## src/design/srtg_pkg.sv

```systemverilog
// ============================================================================
// srtg_pkg
// Shared types and constants of the stepper ramp table generator: field
// widths, clock rate, table geometry, sequencer states, register indexes.
// ============================================================================
`default_nettype none

package srtg_pkg;

    // Build-time constants
    localparam int TABLE_SIZE   = 64;
    localparam int CLOCK_HZ     = 16000000;
    localparam int SEARCH_LIMIT = 4096;

    // Field widths
    localparam int ACC_W  = 24;
    localparam int SPD_W  = 20;
    localparam int IDX_W  = 6;
    localparam int PER_W  = 16;
    localparam int CFG_W  = ACC_W;
    localparam int CIDX_W = 1;

    // Derived widths
    localparam int CLK_W  = $clog2(CLOCK_HZ + 1);
    localparam int TS_W   = $clog2(TABLE_SIZE);
    localparam int D1_W   = ACC_W + TS_W;
    localparam int NUM_W  = SPD_W + CLK_W;
    localparam int DEN_W  = (D1_W > CLK_W) ? D1_W : CLK_W;
    localparam int MUL_AW = (ACC_W > CLK_W) ? ACC_W : CLK_W;
    localparam int Q_W    = SPD_W + 2;
    localparam int ITER_W = $clog2(SEARCH_LIMIT + 1);

    // Lowest speed whose period falls below the saturated value
    localparam int SPEED_MIN = CLOCK_HZ / 65535 + 1;

    localparam logic [PER_W-1:0] PERIOD_MAX = 16'hFFFF;
    localparam logic [CLK_W-1:0] CLK_HZ_V   = CLK_W'(CLOCK_HZ);

    // Configuration register indexes
    typedef enum logic [CIDX_W-1:0] {
        CFG_ACCEL = 1'b0,
        CFG_SPEED = 1'b1
    } t_cfg_idx;

    // Sequencer states
    typedef enum logic [3:0] {
        S_IDLE,
        S_MUL_X,
        S_DIV_STEP,
        S_MUL_AP,
        S_DIV_AP,
        S_SEARCH,
        S_EMIT,
        S_PREP,
        S_DIV_PER,
        S_ADVANCE
    } t_state;

endpackage

`default_nettype wire

```

## src/design/stepper_ramp_table_generator_unit.sv

```systemverilog
// ============================================================================
// stepper_ramp_table_generator_unit
// Builds a linear acceleration ramp as a list of timer periods on request.
// ============================================================================
// A start beat with start_req set produces one ramp table: entry 0 first
// (period 0xFFFF), then one result beat per entry in index order until the
// speed passes speed_limit or the table is full; the final beat carries
// last_entry. A start beat with start_req clear produces nothing. The block
// takes no new start beat until its table is generated. The start-speed
// search runs at most 4096 steps; an entry whose speed is still zero skips
// the division. Setup runs two serial multiplies and two serial divisions;
// each later entry costs one pass of the shared bit-serial divider. Results
// wait in an output register, so a stalled sink does not stop the work on
// the next entry. Configuration writes are always taken and must arrive
// while idle.
// ============================================================================
`default_nettype none

module stepper_ramp_table_generator_unit (
    input  wire logic                        i_clk,
    input  wire logic                        i_rst_n,
    // start channel
    input  wire logic                        i_in_valid,
    output logic                             o_in_stall,
    input  wire logic                        i_start_req,
    // result channel
    output logic                             o_out_valid,
    input  wire logic                        i_out_stall,
    output logic [srtg_pkg::IDX_W-1:0]       o_entry_index,
    output logic [srtg_pkg::PER_W-1:0]       o_timer_period,
    output logic                             o_last_entry,
    output logic                             o_search_overflow,
    // configuration channel
    input  wire logic                        i_cfg_valid,
    output logic                             o_cfg_ready,
    input  wire logic [srtg_pkg::CIDX_W-1:0] i_cfg_index,
    input  wire logic [srtg_pkg::CFG_W-1:0]  i_cfg_data
);
    import srtg_pkg::*;

    // Registers
    t_state             r_state, n_state;
    logic [ACC_W-1:0]   r_accel;
    logic [SPD_W-1:0]   r_speed;
    logic [Q_W-1:0]     r_q,     n_q;
    logic [CLK_W-1:0]   r_r,     n_r;
    logic [SPD_W-1:0]   r_aq,    n_aq;
    logic [CLK_W-1:0]   r_ar,    n_ar;
    logic [ITER_W-1:0]  r_iter,  n_iter;
    logic [IDX_W-1:0]   r_idx,   n_idx;
    logic [PER_W-1:0]   r_per,   n_per;
    logic               r_ovf,   n_ovf;
    logic               r_out_valid, n_out_valid;
    logic [IDX_W-1:0]   r_out_idx,   n_out_idx;
    logic [PER_W-1:0]   r_out_per,   n_out_per;
    logic               r_out_last,  n_out_last;
    logic               r_out_ovf,   n_out_ovf;

    // Unit hookup
    logic               mul_start, mul_done;
    logic [MUL_AW-1:0]  mul_a;
    logic [NUM_W-1:0]   mul_b, mul_prod;
    logic               div_start, div_done;
    logic [NUM_W-1:0]   div_num, div_quot;
    logic [DEN_W-1:0]   div_den, div_rem;

    // Misc datapath
    logic [ACC_W-1:0]   acc_eff;
    logic [D1_W-1:0]    d1;
    logic [CLK_W:0]     sum_r, sum_sub;
    logic               carry;
    logic [CLK_W-1:0]   r_new;
    logic [Q_W-1:0]     q_new;
    logic               found;
    logic               last_now;
    logic               out_free;
    logic               in_acc;
    logic [PER_W-1:0]   per_clamp;

    srtg_mul u_mul (
        .i_clk   (i_clk),
        .i_rst_n (i_rst_n),
        .i_start (mul_start),
        .i_a     (mul_a),
        .i_b     (mul_b),
        .o_done  (mul_done),
        .o_prod  (mul_prod)
    );

    srtg_div u_div (
        .i_clk   (i_clk),
        .i_rst_n (i_rst_n),
        .i_start (div_start),
        .i_num   (div_num),
        .i_den   (div_den),
        .o_done  (div_done),
        .o_quot  (div_quot),
        .o_rem   (div_rem)
    );

    // Handshake
    assign o_in_stall  = (r_state != S_IDLE);
    assign in_acc      = i_in_valid && !o_in_stall;
    assign o_cfg_ready = 1'b1;
    assign out_free    = !r_out_valid || !i_out_stall;

    // Zero acceleration behaves as one; step divisor is accel * (TABLE_SIZE - 1)
    assign acc_eff = (r_accel == '0) ? ACC_W'(1) : r_accel;
    assign d1      = D1_W'(acc_eff) * D1_W'(TABLE_SIZE - 1);

    // Advance time by one step: speed kept as quotient r_q, remainder r_r of C
    always_comb begin
        sum_r   = {1'b0, r_r} + {1'b0, r_ar};
        carry   = (sum_r >= {1'b0, CLK_HZ_V});
        sum_sub = sum_r - {1'b0, CLK_HZ_V};
        r_new   = carry ? sum_sub[CLK_W-1:0] : sum_r[CLK_W-1:0];
        q_new   = r_q + Q_W'(r_aq) + Q_W'(carry);
    end

    assign found     = (r_q >= Q_W'(SPEED_MIN));
    assign last_now  = (r_idx == IDX_W'(TABLE_SIZE - 1)) || (r_q > Q_W'(r_speed));
    assign per_clamp = (div_quot > NUM_W'(PERIOD_MAX)) ? PERIOD_MAX : div_quot[PER_W-1:0];

    // Sequencer
    always_comb begin
        n_state     = r_state;
        n_q         = r_q;
        n_r         = r_r;
        n_aq        = r_aq;
        n_ar        = r_ar;
        n_iter      = r_iter;
        n_idx       = r_idx;
        n_per       = r_per;
        n_ovf       = r_ovf;
        n_out_valid = r_out_valid && i_out_stall;
        n_out_idx   = r_out_idx;
        n_out_per   = r_out_per;
        n_out_last  = r_out_last;
        n_out_ovf   = r_out_ovf;
        mul_start   = 1'b0;
        mul_a       = '0;
        mul_b       = '0;
        div_start   = 1'b0;
        div_num     = '0;
        div_den     = '0;

        case (r_state)
            S_IDLE: begin
                mul_a = MUL_AW'(CLK_HZ_V);
                mul_b = NUM_W'(r_speed);
                if (in_acc && i_start_req) begin
                    mul_start = 1'b1;
                    n_q       = '0;
                    n_r       = '0;
                    n_iter    = '0;
                    n_state   = S_MUL_X;
                end
            end
            // speed_limit * C done: divide by accel * (TABLE_SIZE - 1)
            S_MUL_X: begin
                div_num = mul_prod;
                div_den = DEN_W'(d1);
                if (mul_done) begin
                    div_start = 1'b1;
                    n_state   = S_DIV_STEP;
                end
            end
            // time step done: speed increment numerator accel * step
            S_DIV_STEP: begin
                mul_a = MUL_AW'(acc_eff);
                mul_b = div_quot;
                if (div_done) begin
                    mul_start = 1'b1;
                    n_state   = S_MUL_AP;
                end
            end
            S_MUL_AP: begin
                div_num = mul_prod;
                div_den = DEN_W'(CLK_HZ_V);
                if (mul_done) begin
                    div_start = 1'b1;
                    n_state   = S_DIV_AP;
                end
            end
            S_DIV_AP: begin
                if (div_done) begin
                    n_aq    = div_quot[SPD_W-1:0];
                    n_ar    = div_rem[CLK_W-1:0];
                    n_state = S_SEARCH;
                end
            end
            // start-speed search; it stops without advancing, so entry 1 takes the found speed
            S_SEARCH: begin
                if (found || (r_iter == ITER_W'(SEARCH_LIMIT))) begin
                    n_ovf   = !found;
                    n_idx   = '0;
                    n_per   = PERIOD_MAX;
                    n_state = S_EMIT;
                end else begin
                    n_q    = q_new;
                    n_r    = r_new;
                    n_iter = r_iter + ITER_W'(1);
                end
            end
            // r_q already holds the next entry's speed
            S_EMIT: begin
                if (out_free) begin
                    n_out_valid = 1'b1;
                    n_out_idx   = r_idx;
                    n_out_per   = r_per;
                    n_out_last  = last_now;
                    n_out_ovf   = r_ovf;
                    if (last_now) begin
                        n_state = S_IDLE;
                    end else begin
                        n_idx   = r_idx + IDX_W'(1);
                        n_state = S_PREP;
                    end
                end
            end
            // zero speed keeps the previous period
            S_PREP: begin
                div_num = NUM_W'(CLK_HZ_V);
                div_den = DEN_W'(r_q);
                if (r_q != '0) begin
                    div_start = 1'b1;
                    n_state   = S_DIV_PER;
                end else begin
                    n_state = S_ADVANCE;
                end
            end
            S_DIV_PER: begin
                if (div_done) begin
                    n_per   = per_clamp;
                    n_state = S_ADVANCE;
                end
            end
            S_ADVANCE: begin
                n_q     = q_new;
                n_r     = r_new;
                n_state = S_EMIT;
            end
            default: begin
                n_state = S_IDLE;
            end
        endcase
    end

    // Control state and configuration
    always_ff @(posedge i_clk) begin
        if (!i_rst_n) begin
            r_state     <= S_IDLE;
            r_out_valid <= 1'b0;
            r_accel     <= ACC_W'(1000);
            r_speed     <= SPD_W'(1000);
        end else begin
            r_state     <= n_state;
            r_out_valid <= n_out_valid;
            if (i_cfg_valid && o_cfg_ready) begin
                case (t_cfg_idx'(i_cfg_index))
                    CFG_ACCEL: r_accel <= i_cfg_data[ACC_W-1:0];
                    CFG_SPEED: r_speed <= i_cfg_data[SPD_W-1:0];
                    default:   r_accel <= r_accel;
                endcase
            end
        end
    end

    // Datapath
    always_ff @(posedge i_clk) begin
        r_q        <= n_q;
        r_r        <= n_r;
        r_aq       <= n_aq;
        r_ar       <= n_ar;
        r_iter     <= n_iter;
        r_idx      <= n_idx;
        r_per      <= n_per;
        r_ovf      <= n_ovf;
        r_out_idx  <= n_out_idx;
        r_out_per  <= n_out_per;
        r_out_last <= n_out_last;
        r_out_ovf  <= n_out_ovf;
    end

    assign o_out_valid       = r_out_valid;
    assign o_entry_index     = r_out_idx;
    assign o_timer_period    = r_out_per;
    assign o_last_entry      = r_out_last;
    assign o_search_overflow = r_out_ovf;

`ifndef SYNTH
    // The top table position always closes the table
    a_last_at_top: assert property (@(posedge i_clk) disable iff (!i_rst_n)
        o_out_valid && (o_entry_index == IDX_W'(TABLE_SIZE - 1)) |-> o_last_entry)
        else $error("top table entry not marked last");

    // An entry is only built when its speed is within the limit
    a_prep_in_limit: assert property (@(posedge i_clk) disable iff (!i_rst_n)
        (r_state == S_PREP) |-> (r_q <= Q_W'(r_speed)))
        else $error("entry built past speed limit");

    // The search never runs past its cap
    a_search_cap: assert property (@(posedge i_clk) disable iff (!i_rst_n)
        (r_state == S_SEARCH) |-> (r_iter <= ITER_W'(SEARCH_LIMIT)))
        else $error("search step count past cap");
`endif

endmodule

`default_nettype wire

```

## src/design/srtg_div.sv

```systemverilog
// ============================================================================
// srtg_div
// Bit-serial restoring divider: one quotient bit per cycle.
// Quotient and remainder hold until the next start.
// ============================================================================
`default_nettype none

module srtg_div (
    input  wire logic                       i_clk,
    input  wire logic                       i_rst_n,
    input  wire logic                       i_start,
    input  wire logic [srtg_pkg::NUM_W-1:0] i_num,
    input  wire logic [srtg_pkg::DEN_W-1:0] i_den,
    output logic                            o_done,
    output logic [srtg_pkg::NUM_W-1:0]      o_quot,
    output logic [srtg_pkg::DEN_W-1:0]      o_rem
);
    import srtg_pkg::*;

    localparam int CNT_W = $clog2(NUM_W);

    logic             r_busy, n_busy;
    logic             r_done, n_done;
    logic [CNT_W-1:0] r_cnt,  n_cnt;
    logic [NUM_W-1:0] r_num,  n_num;
    logic [DEN_W-1:0] r_den,  n_den;
    logic [DEN_W-1:0] r_rem,  n_rem;

    logic [DEN_W:0]   rem_sh;
    logic [DEN_W:0]   rem_sub;
    logic             ge;

    // One restoring step: shift in the next dividend bit, try the subtract
    always_comb begin
        rem_sh  = {r_rem, r_num[NUM_W-1]};
        rem_sub = rem_sh - {1'b0, r_den};
        ge      = (rem_sh >= {1'b0, r_den});
    end

    always_comb begin
        n_busy = r_busy;
        n_done = 1'b0;
        n_cnt  = r_cnt;
        n_num  = r_num;
        n_den  = r_den;
        n_rem  = r_rem;
        if (i_start) begin
            n_busy = 1'b1;
            n_cnt  = CNT_W'(NUM_W - 1);
            n_num  = i_num;
            n_den  = i_den;
            n_rem  = '0;
        end else if (r_busy) begin
            n_num = {r_num[NUM_W-2:0], ge};
            n_rem = ge ? rem_sub[DEN_W-1:0] : rem_sh[DEN_W-1:0];
            n_cnt = r_cnt - CNT_W'(1);
            if (r_cnt == '0) begin
                n_busy = 1'b0;
                n_done = 1'b1;
            end
        end
    end

    // Control state
    always_ff @(posedge i_clk) begin
        if (!i_rst_n) begin
            r_busy <= 1'b0;
            r_done <= 1'b0;
        end else begin
            r_busy <= n_busy;
            r_done <= n_done;
        end
    end

    // Datapath
    always_ff @(posedge i_clk) begin
        r_cnt <= n_cnt;
        r_num <= n_num;
        r_den <= n_den;
        r_rem <= n_rem;
    end

    assign o_done = r_done;
    assign o_quot = r_num;
    assign o_rem  = r_rem;

endmodule

`default_nettype wire

```

## src/design/srtg_mul.sv

```systemverilog
// ============================================================================
// srtg_mul
// Bit-serial shift-and-add multiplier, multiplier bits taken MSB first,
// one per cycle. The product must fit NUM_W bits.
// ============================================================================
`default_nettype none

module srtg_mul (
    input  wire logic                        i_clk,
    input  wire logic                        i_rst_n,
    input  wire logic                        i_start,
    input  wire logic [srtg_pkg::MUL_AW-1:0] i_a,
    input  wire logic [srtg_pkg::NUM_W-1:0]  i_b,
    output logic                             o_done,
    output logic [srtg_pkg::NUM_W-1:0]       o_prod
);
    import srtg_pkg::*;

    localparam int CNT_W = $clog2(NUM_W);

    logic              r_busy, n_busy;
    logic              r_done, n_done;
    logic [CNT_W-1:0]  r_cnt,  n_cnt;
    logic [MUL_AW-1:0] r_a,    n_a;
    logic [NUM_W-1:0]  r_b,    n_b;
    logic [NUM_W-1:0]  r_prod, n_prod;

    // Partial products never exceed the final one, so no wrap occurs
    always_comb begin
        n_busy = r_busy;
        n_done = 1'b0;
        n_cnt  = r_cnt;
        n_a    = r_a;
        n_b    = r_b;
        n_prod = r_prod;
        if (i_start) begin
            n_busy = 1'b1;
            n_cnt  = CNT_W'(NUM_W - 1);
            n_a    = i_a;
            n_b    = i_b;
            n_prod = '0;
        end else if (r_busy) begin
            n_prod = (r_prod << 1) + (r_b[NUM_W-1] ? NUM_W'(r_a) : '0);
            n_b    = r_b << 1;
            n_cnt  = r_cnt - CNT_W'(1);
            if (r_cnt == '0) begin
                n_busy = 1'b0;
                n_done = 1'b1;
            end
        end
    end

    // Control state
    always_ff @(posedge i_clk) begin
        if (!i_rst_n) begin
            r_busy <= 1'b0;
            r_done <= 1'b0;
        end else begin
            r_busy <= n_busy;
            r_done <= n_done;
        end
    end

    // Datapath
    always_ff @(posedge i_clk) begin
        r_cnt  <= n_cnt;
        r_a    <= n_a;
        r_b    <= n_b;
        r_prod <= n_prod;
    end

    assign o_done = r_done;
    assign o_prod = r_prod;

endmodule

`default_nettype wire

```

## config.mk

```make
export PLATFORM = sky130hd
export DESIGN_NAME = stepper_ramp_table_generator_unit
export DESIGN_NICKNAME = d
export VERILOG_FILES = /design/src/design/srtg_pkg.sv /design/src/design/stepper_ramp_table_generator_unit.sv /design/src/design/srtg_div.sv /design/src/design/srtg_mul.sv
export SDC_FILE = /design/constraint.sdc
export NUM_CORES = 1
export LEC_CHECK = 0
export ABC_AREA = 1
export BUFFER_PORTS_ARGS = -buffer_cell sky130_fd_sc_hd__buf_2
export CAP_MARGIN = 15
export CORE_UTILIZATION = 55
export CTS_CLUSTER_DIAMETER = 80
export DETAILED_ROUTE_END_ITERATION = 16
export PLACE_DENSITY_LB_ADDON = 0.05
export SETUP_SLACK_MARGIN = 0.5
export SYNTH_ARGS = -nofsm -noshare
export SYNTH_HDL_FRONTEND = slang
export SYNTH_HIERARCHICAL = 1
export SYNTH_SLANG_ARGS = --single-unit
```

## constraint.sdc

```tcl
create_clock -name i_clk -period 6.94 [get_ports i_clk]
set_input_delay 0.347 -clock i_clk [delete_from_list [all_inputs] [get_ports i_clk]]
set_output_delay 0.347 -clock i_clk [all_outputs]
set_load 0.005 [all_outputs]
```

# Yosys cells after proc, flatten, opt, wreduce, memory -nomap -nowiden
# Cells that the tools add are included.
[op_classes]
mul = 1
n_div = 0
addsub = 10
magnitude_cmp = 5
shift = 0
mux = 56
eq_ne = 21
reduce_logical = 35
bitwise = 4
[ops]
columns = ["cell", "count"]
rows = [
  ["2-to-1 mux 44 bit", 4],
  ["case mux 44 bit (2 select lines)", 2],
  ["2-to-1 mux 24 bit", 5],
  ["case mux 30 bit (3 select lines)", 1],
  ["case mux 24 bit (3 select lines)", 1],
  ["case mux 22 bit (3 select lines)", 1],
  ["2-to-1 mux 16 bit", 3],
  ["case mux 24 bit (2 select lines)", 1],
  ["adder 44 bit", 1],
  ["greater-than comparator 44 x 16 -> 1 bit (second input constant)", 1],
  ["2-to-1 mux 22 bit", 2],
  ["case mux 4 bit (10 select lines)", 1],
  ["2-to-1 mux 4 bit", 8],
  ["case mux 16 bit (2 select lines)", 1],
  ["greater-or-equal comparator 31 x 30 -> 1 bit", 1],
  ["multiplier 24 x 6 -> 30 bit (second input constant)", 1],
  ["2-to-1 mux 30 bit", 1],
  ["subtractor 30 bit", 1],
  ["2-to-1 mux 13 bit", 2],
  ["case mux 13 bit (2 select lines)", 1],
  ["adder 24 x 24 -> 25 bit", 1],
  ["greater-or-equal comparator 25 x 24 -> 1 bit (second input constant)", 1],
  ["zero test 24 bit", 1],
  ["subtractor 24 bit (second input constant)", 1],
  ["other kinds (36)", 89],
]
[totals]
mem_bits_ro = 0
memories = 0
latch_bits = 0
wordCells = 160
ram_bits = 0
reg_bits = 431
out_inout_bits = 27

# Depth between registers and ports, before layout
[depth]
ltp_word = 7
ltp_mapped = 35
depth_no_buf = 34

# Hierarchy
# The synthesis kept the hierarchy.
[modules_own_cells]
columns = ["mod", "area_each_um2", "cells_per_inst", "n_inst"]
rows = [
  ["stepper_ramp_table_generator_unit", 15496.1, 2014, 1],
  ["srtg_mul", 7051.8, 990, 1],
  ["srtg_div", 6881.6, 964, 1],
]

# Worst setup path after synthesis
# OpenSTA, ideal clock, no wires.
[synth_path]
path_kind = "reg2reg"
from = "register r_state[2]"
to = "register u_div.r_num[0] (netlist: u_div/o_quot[0]) (enable)"
stages_incl_launch_ff = 11
slack_ns = 1.554
arrival_ns = 4.997
n_path_buf = 1
required_ns = 6.552
synth_period_minus_slack_ns = 5.386
path_cell_list = "dfxtp_1 -> nor2_1 -> inv_1 -> nor2_1 -> clkinv_1 -> nand2_1 -> inv_1 -> clkbuf_1 -> o21ai_0 -> nor2_1 -> clkinv_1"
[synth_between]
elab_chain_len = 4
word_cells_on_any_way = 6
[synth_lines]
columns = ["item", "line_no", "source"]
rows = [
  ["from (decl)", "stepper_ramp_table_generator_unit.sv:42", "t_state r_state, n_state;"],
  ["from (signal assigned)", "stepper_ramp_table_generator_unit.sv:257", "r_state <= n_state;"],
  ["equality test 4 x 2 -> 1 bit / equality test 4 x 1 -> 1 bit (equally long branches)", "stepper_ramp_table_generator_unit.sv:147", "case (r_state)"],
  ["OR reduction 2 bit (no line)", "-", ""],
  ["case mux 1 bit (2 select lines) (*)", "stepper_ramp_table_generator_unit.sv:147", ""],
  ["net div_start", "stepper_ramp_table_generator_unit.sv:63", "logic div_start, div_done;"],
  ["nonzero test 2 bit (no line) (*)", "-", ""],
  ["to (signal assigned)", "srtg_div.sv:78", "r_num <= n_num;"],
  ["to (decl)", "srtg_div.sv:25", "logic [NUM_W-1:0] r_num, n_num;"],
]
# Mark *: on every way through the listed nets, which the timed path passes. The rest lies on a longest branch.
# A chain may end at the register's enable or synchronous reset.

# Worst setup path in the final report
[layout_path]
from = "register r_accel[22]"
to = "register u_div.r_den[26] (data pin)"
[layout_between]
elab_chain_len = 4
[layout_lines]
columns = ["item", "line_no", "source"]
rows = [
  ["from (decl)", "stepper_ramp_table_generator_unit.sv:43", "logic [ACC_W-1:0] r_accel;"],
  ["from (signal assigned)", "stepper_ramp_table_generator_unit.sv:261", "CFG_ACCEL: r_accel <= i_cfg_data[ACC_W-1:0];"],
  ["from (signal assigned)", "stepper_ramp_table_generator_unit.sv:263", "default: r_accel <= r_accel;"],
  ["zero test 24 bit", "stepper_ramp_table_generator_unit.sv:108", "assign acc_eff = (r_accel == '0) ? ACC_W'(1) : r_accel;"],
  ["2-to-1 mux 24 bit (*)", "stepper_ramp_table_generator_unit.sv:108", ""],
  ["multiplier 24 x 6 -> 30 bit (*)", "stepper_ramp_table_generator_unit.sv:109", "assign d1 = D1_W'(acc_eff) * D1_W'(TABLE_SIZE - 1);"],
  ["case mux 30 bit (3 select lines) (*)", "stepper_ramp_table_generator_unit.sv:147", ""],
  ["net div_den[26]", "stepper_ramp_table_generator_unit.sv:65", "logic [DEN_W-1:0] div_den, div_rem;"],
  ["to (signal assigned)", "srtg_div.sv:79", "r_den <= n_den;"],
  ["to (decl)", "srtg_div.sv:26", "logic [DEN_W-1:0] r_den, n_den;"],
]
# Marks and branches as above.

==> results.tsv <==
stage	metric	value	unit
clock_tree	clockRootBuffer	clkbuf_16	
power_and_ir_drop	ir_worst_vdd	0.0002766	V
global_route	grt_use_met2	0.5131	
synth	syn_area	29430	um^2
route	ant_nets	0	
placement	portBuffers	56	
sta	fin_crit	5187	ps
synth	async_flop_share	0	
clock_tree	cts_hold_buffers	1	
floorplan	coreArea	52760	um^2
global_route	use_met1	0.3906	
layout	multiInputGateArea	14820	um^2
route	vias	24840	
worst_setup_path	cp_data_arrival_time	5570	ps
power_and_ir_drop	p_switching	4051	uW
floorplan	initial_core_util	0.5578	
synth	avgSynthCellArea	7.417	um^2
layout	fin_cells	4743	
power_and_ir_drop	swShare	0.3967	
placement	gp_congestion	0.9817	
route	drc	0	
synth	synth_top_flop_cell	edfxtp_1	
global_route	grt_pass1_vias	23340	
power_and_ir_drop	powerDensity	316.8	nW/um^2
worst_setup_path	critical_path_peak_fanout	10	
clock_tree	max-clock-path-buffers	3	
clock_tree	cts_buffers	49	
layout	diodes	0	
global_route	antenna_found_initial	1	
power_and_ir_drop	clkPwrFrac	0.279	
clock_tree	cts_setup_buffers	0	
route	viasPerCell	5.237	
floorplan	die-area	54440	um^2
layout	layout_commonest_cell	nand2_1	
route	drtPass1Iterations	7	
power_and_ir_drop	leakagePower	0.01538	uW
sta	slew_headroom	0.2127	
placement	placed_area	30420	um^2
global_route	gr-usage-met3	0.02820	
layout	final_area	32240	um^2
power_and_ir_drop	pwr-share-comb	0.378	
floorplan	die_x	233.3	um
route	routed_wl	80570	um
run	max_cap_viol_count	0	
floorplan	ios	58	
clock_tree	postCtsResizedCells	0	
sta	max_freq	192.8	MHz
global_route	grt_pass1_wl	126200	um
sta	min_period_over_period	0.7474	
layout	area_growth	9.541	%
sta	tns	0	ps
synth	ys_types	61	
placement	place_inst	4649	
synth	syn_inst	3968	
layout	seq_area	11550	um^2
power_and_ir_drop	seqPwrFrac	0.343	
global_route	grt_max_degree	79	
sta	finalSetupViolCount	0	
worst_setup_path	cp.required	7320	ps
layout	final_cell_mix	1,194 x nand2_1, 692 x inv_1, 338 x nor2_1, 292 x edfxtp_1, 213 x nand3_1	
route	drt-initial-drc-count	1828	
sta	skew	60.59	ps
floorplan	row_count	84	
worst_hold_path	min_path_type	primary input to flop	
worst_setup_path	critical_path_class	flop to flop	
placement	hpwl	62480	um
worst_setup_path	critPathCaptureType	flop	
layout	nets	4284	
synth	syn-num-nets	4238	
floorplan	fp.dieH	233.3	um
run_status	status	finished clean	
synth	yosysSeqAreaShare	0.3925	
sta	rsz0062_at_grt	false	
global_route	grt.busiest_layer	met2	
synth	synth-seq-cells	431	
global_route	grtUsageTotal	0.3005	
synth	synth-edff-count	292	
layout	drive_gt1_frac	0.07398	
clock_tree	htree_levels	2	
power_and_ir_drop	p_int	6161	uW
clock_tree	path_clk_slew	60	ps
synth	synth_warnings	6	
clock_tree	cts.sinks	431	
route	routedWlPerCell	16.99	um
sta	tightest_slew	1179	ps
layout	fillCellCount	4970	
sta	drv_slew	0	
clock_tree	cts_tree	built	
worst_setup_path	cp-start-kind	flop	
sta	hold_viol_final	0	
clock_tree	clk_latency	630	ps
global_route	grt-ovfl-total	0	
## layout make-up
type                    instances  area share
clock buffers                  54     0.03959
inverters                     731     0.08512
flip-flops and latches        431      0.3583
well taps                     688     0.02670
repair buffers                 79     0.01436
multi-input cells            2722      0.4598
clock inverters                38     0.01611
## Yosys cell counts, types with 5 or more instances
library cell,count,area (um^2)
nor2_1,341,1280
o21ai_0,149,745.7
nor4_1,11,68.82
dfxtp_1,139,2783
nand4_1,41,256.5
o22ai_1,22,137.6
o21bai_1,10,75.07
clkbuf_1,62,232.7
buf_2,9,45.04
nor3_1,45,225.2
nand2_1,1195,4486
clkinv_1,5,18.77
a21oi_2,8,70.07
inv_1,693,2601
nand2_2,38,237.7
o21ai_1,17,85.08
and2_1,9,56.30
a31oi_1,6,37.54
nor2_2,22,137.6
ha_1,168,2102
fa_1,71,1421
o21a_1,9,67.56
buf_1,6,22.52
buf_6,5,56.30
a21oi_1,211,1056
inv_2,33,123.9
a21o_1,5,37.54
edfxtp_1,292,8768
o211ai_1,19,142.6
nand3b_1,11,82.58
or2_2,5,31.28
nand3_2,7,70.07
xor2_1,14,122.6
xnor2_1,30,262.8
nand3_1,213,1066
## kinds of logic (layout without fill, tap and decap cells)
group / Yosys count / after routing / synth area share
flip-flops: 431 / 431 / 0.3925
AO/OA/AOI/OAI: 478 / 478 / 0.08954
other: 1 / 1 / 0.0001274
AND/OR/NAND/NOR: 1960 / 1960 / 0.2792
buffers and inverters: 815 / 902 / 0.1059
XOR/XNOR: 44 / 44 / 0.01309
adder cells (fa/ha/maj): 239 / 239 / 0.1197
## flip-flops by register name, indices dropped and copies added, names as in the netlist, 4 cells and up
signal and cells:
u_div/o_rem 30, r_accel 24, o_entry_index 6, u_mul/r_a 24, u_div/r_cnt 6, r_idx 6, u_div/r_den 30, u_div/o_quot 44
r_r 24, u_mul/o_prod 44, r_state 4, o_timer_period 16, r_speed 20, r_iter 13, u_mul/r_b 44, r_aq 20
u_mul/r_cnt 6, r_q 22, r_ar 24, r_per 16
## worst max-delay path, cell delays in order, from the launching register on
cell	delay, ps
dfxtp_1	330
inv_1	90
ha_1	210
nand4_1	120
nor4_1	50
nor3b_1	130
buf_4	170
nor2_1	340
fa_1	520
fa_1	490
inv_1	50
fa_1	450
ha_1	380
nand2_1	70
o21ai_1	170
a21oi_1	120
o21ai_1	320
a21oi_1	180
o21ai_1	270
nand2_1	80
nand2_1	100
nand3_1	100
nand2_1	70
nand2_1	40
inv_1	50
nor2_1	30
## power by group through the flow
stage	registers, uW	logic, uW	clock network (uW)
3_3_place_gp	3540	3790	0
2_1_floorplan	3430	2880	0
3_5_place_dp	3540	3810	0
5_1_grt	3540	4400	3000
6_report	3500	3860	2850
4_1_cts	3490	3840	2900
## final timing paths
kind / slack (ps) / endpoint / start / cells after the start
hold reg to reg: 420 / o_timer_period[0]$_DFFE_PP_ / r_per[0]$_SDFFCE_PN1P_ / 0
setup reg to reg: 1750 / u_div/r_den[26]$_DFFE_PP_ / r_accel[22]$_SDFFE_PN0P_ / 25
setup / recovery: 1750 / u_div/r_den[26]$_DFFE_PP_ / r_accel[22]$_SDFFE_PN0P_ / 25
hold / removal: 20 / r_accel[3]$_SDFFE_PN1P_ / i_cfg_data[3] / 3
## routing by layer
| layer | up-vias | routed length [um] | part of all wire |
|---|---|---|---|
| met2 | 592 | 38600 | 0.48 |
| met3 | 140 | 3736 | 0.046 |
| li1 | 12730 | - | - |
| met5 | - | 8 | 0.000099 |
| met1 | 11380 | 35070 | 0.44 |
| met4 | 2 | 3159 | 0.039 |
## metrics by stage
| stage | util | worst slack (ps) | hold slack [ps] | power [uW] |
|---|---|---|---|---|
| 2_1_floorplan | - | 1554 | 400.3 | 6308 |
| 3_3_place_gp | 0.5765 | 1851 | 404.5 | 7329 |
| 3_5_place_dp | 0.5765 | 1737 | 406.1 | 7355 |
| 4_1_cts | 0.6107 | 1737 | 6.381 | 10230 |
| 5_1_grt | 0.6110 | 1308 | 22.13 | 10940 |
| 6_report | 0.6110 | 1753 | 23.75 | 10210 |
Power figures use the tool's default switching activity.
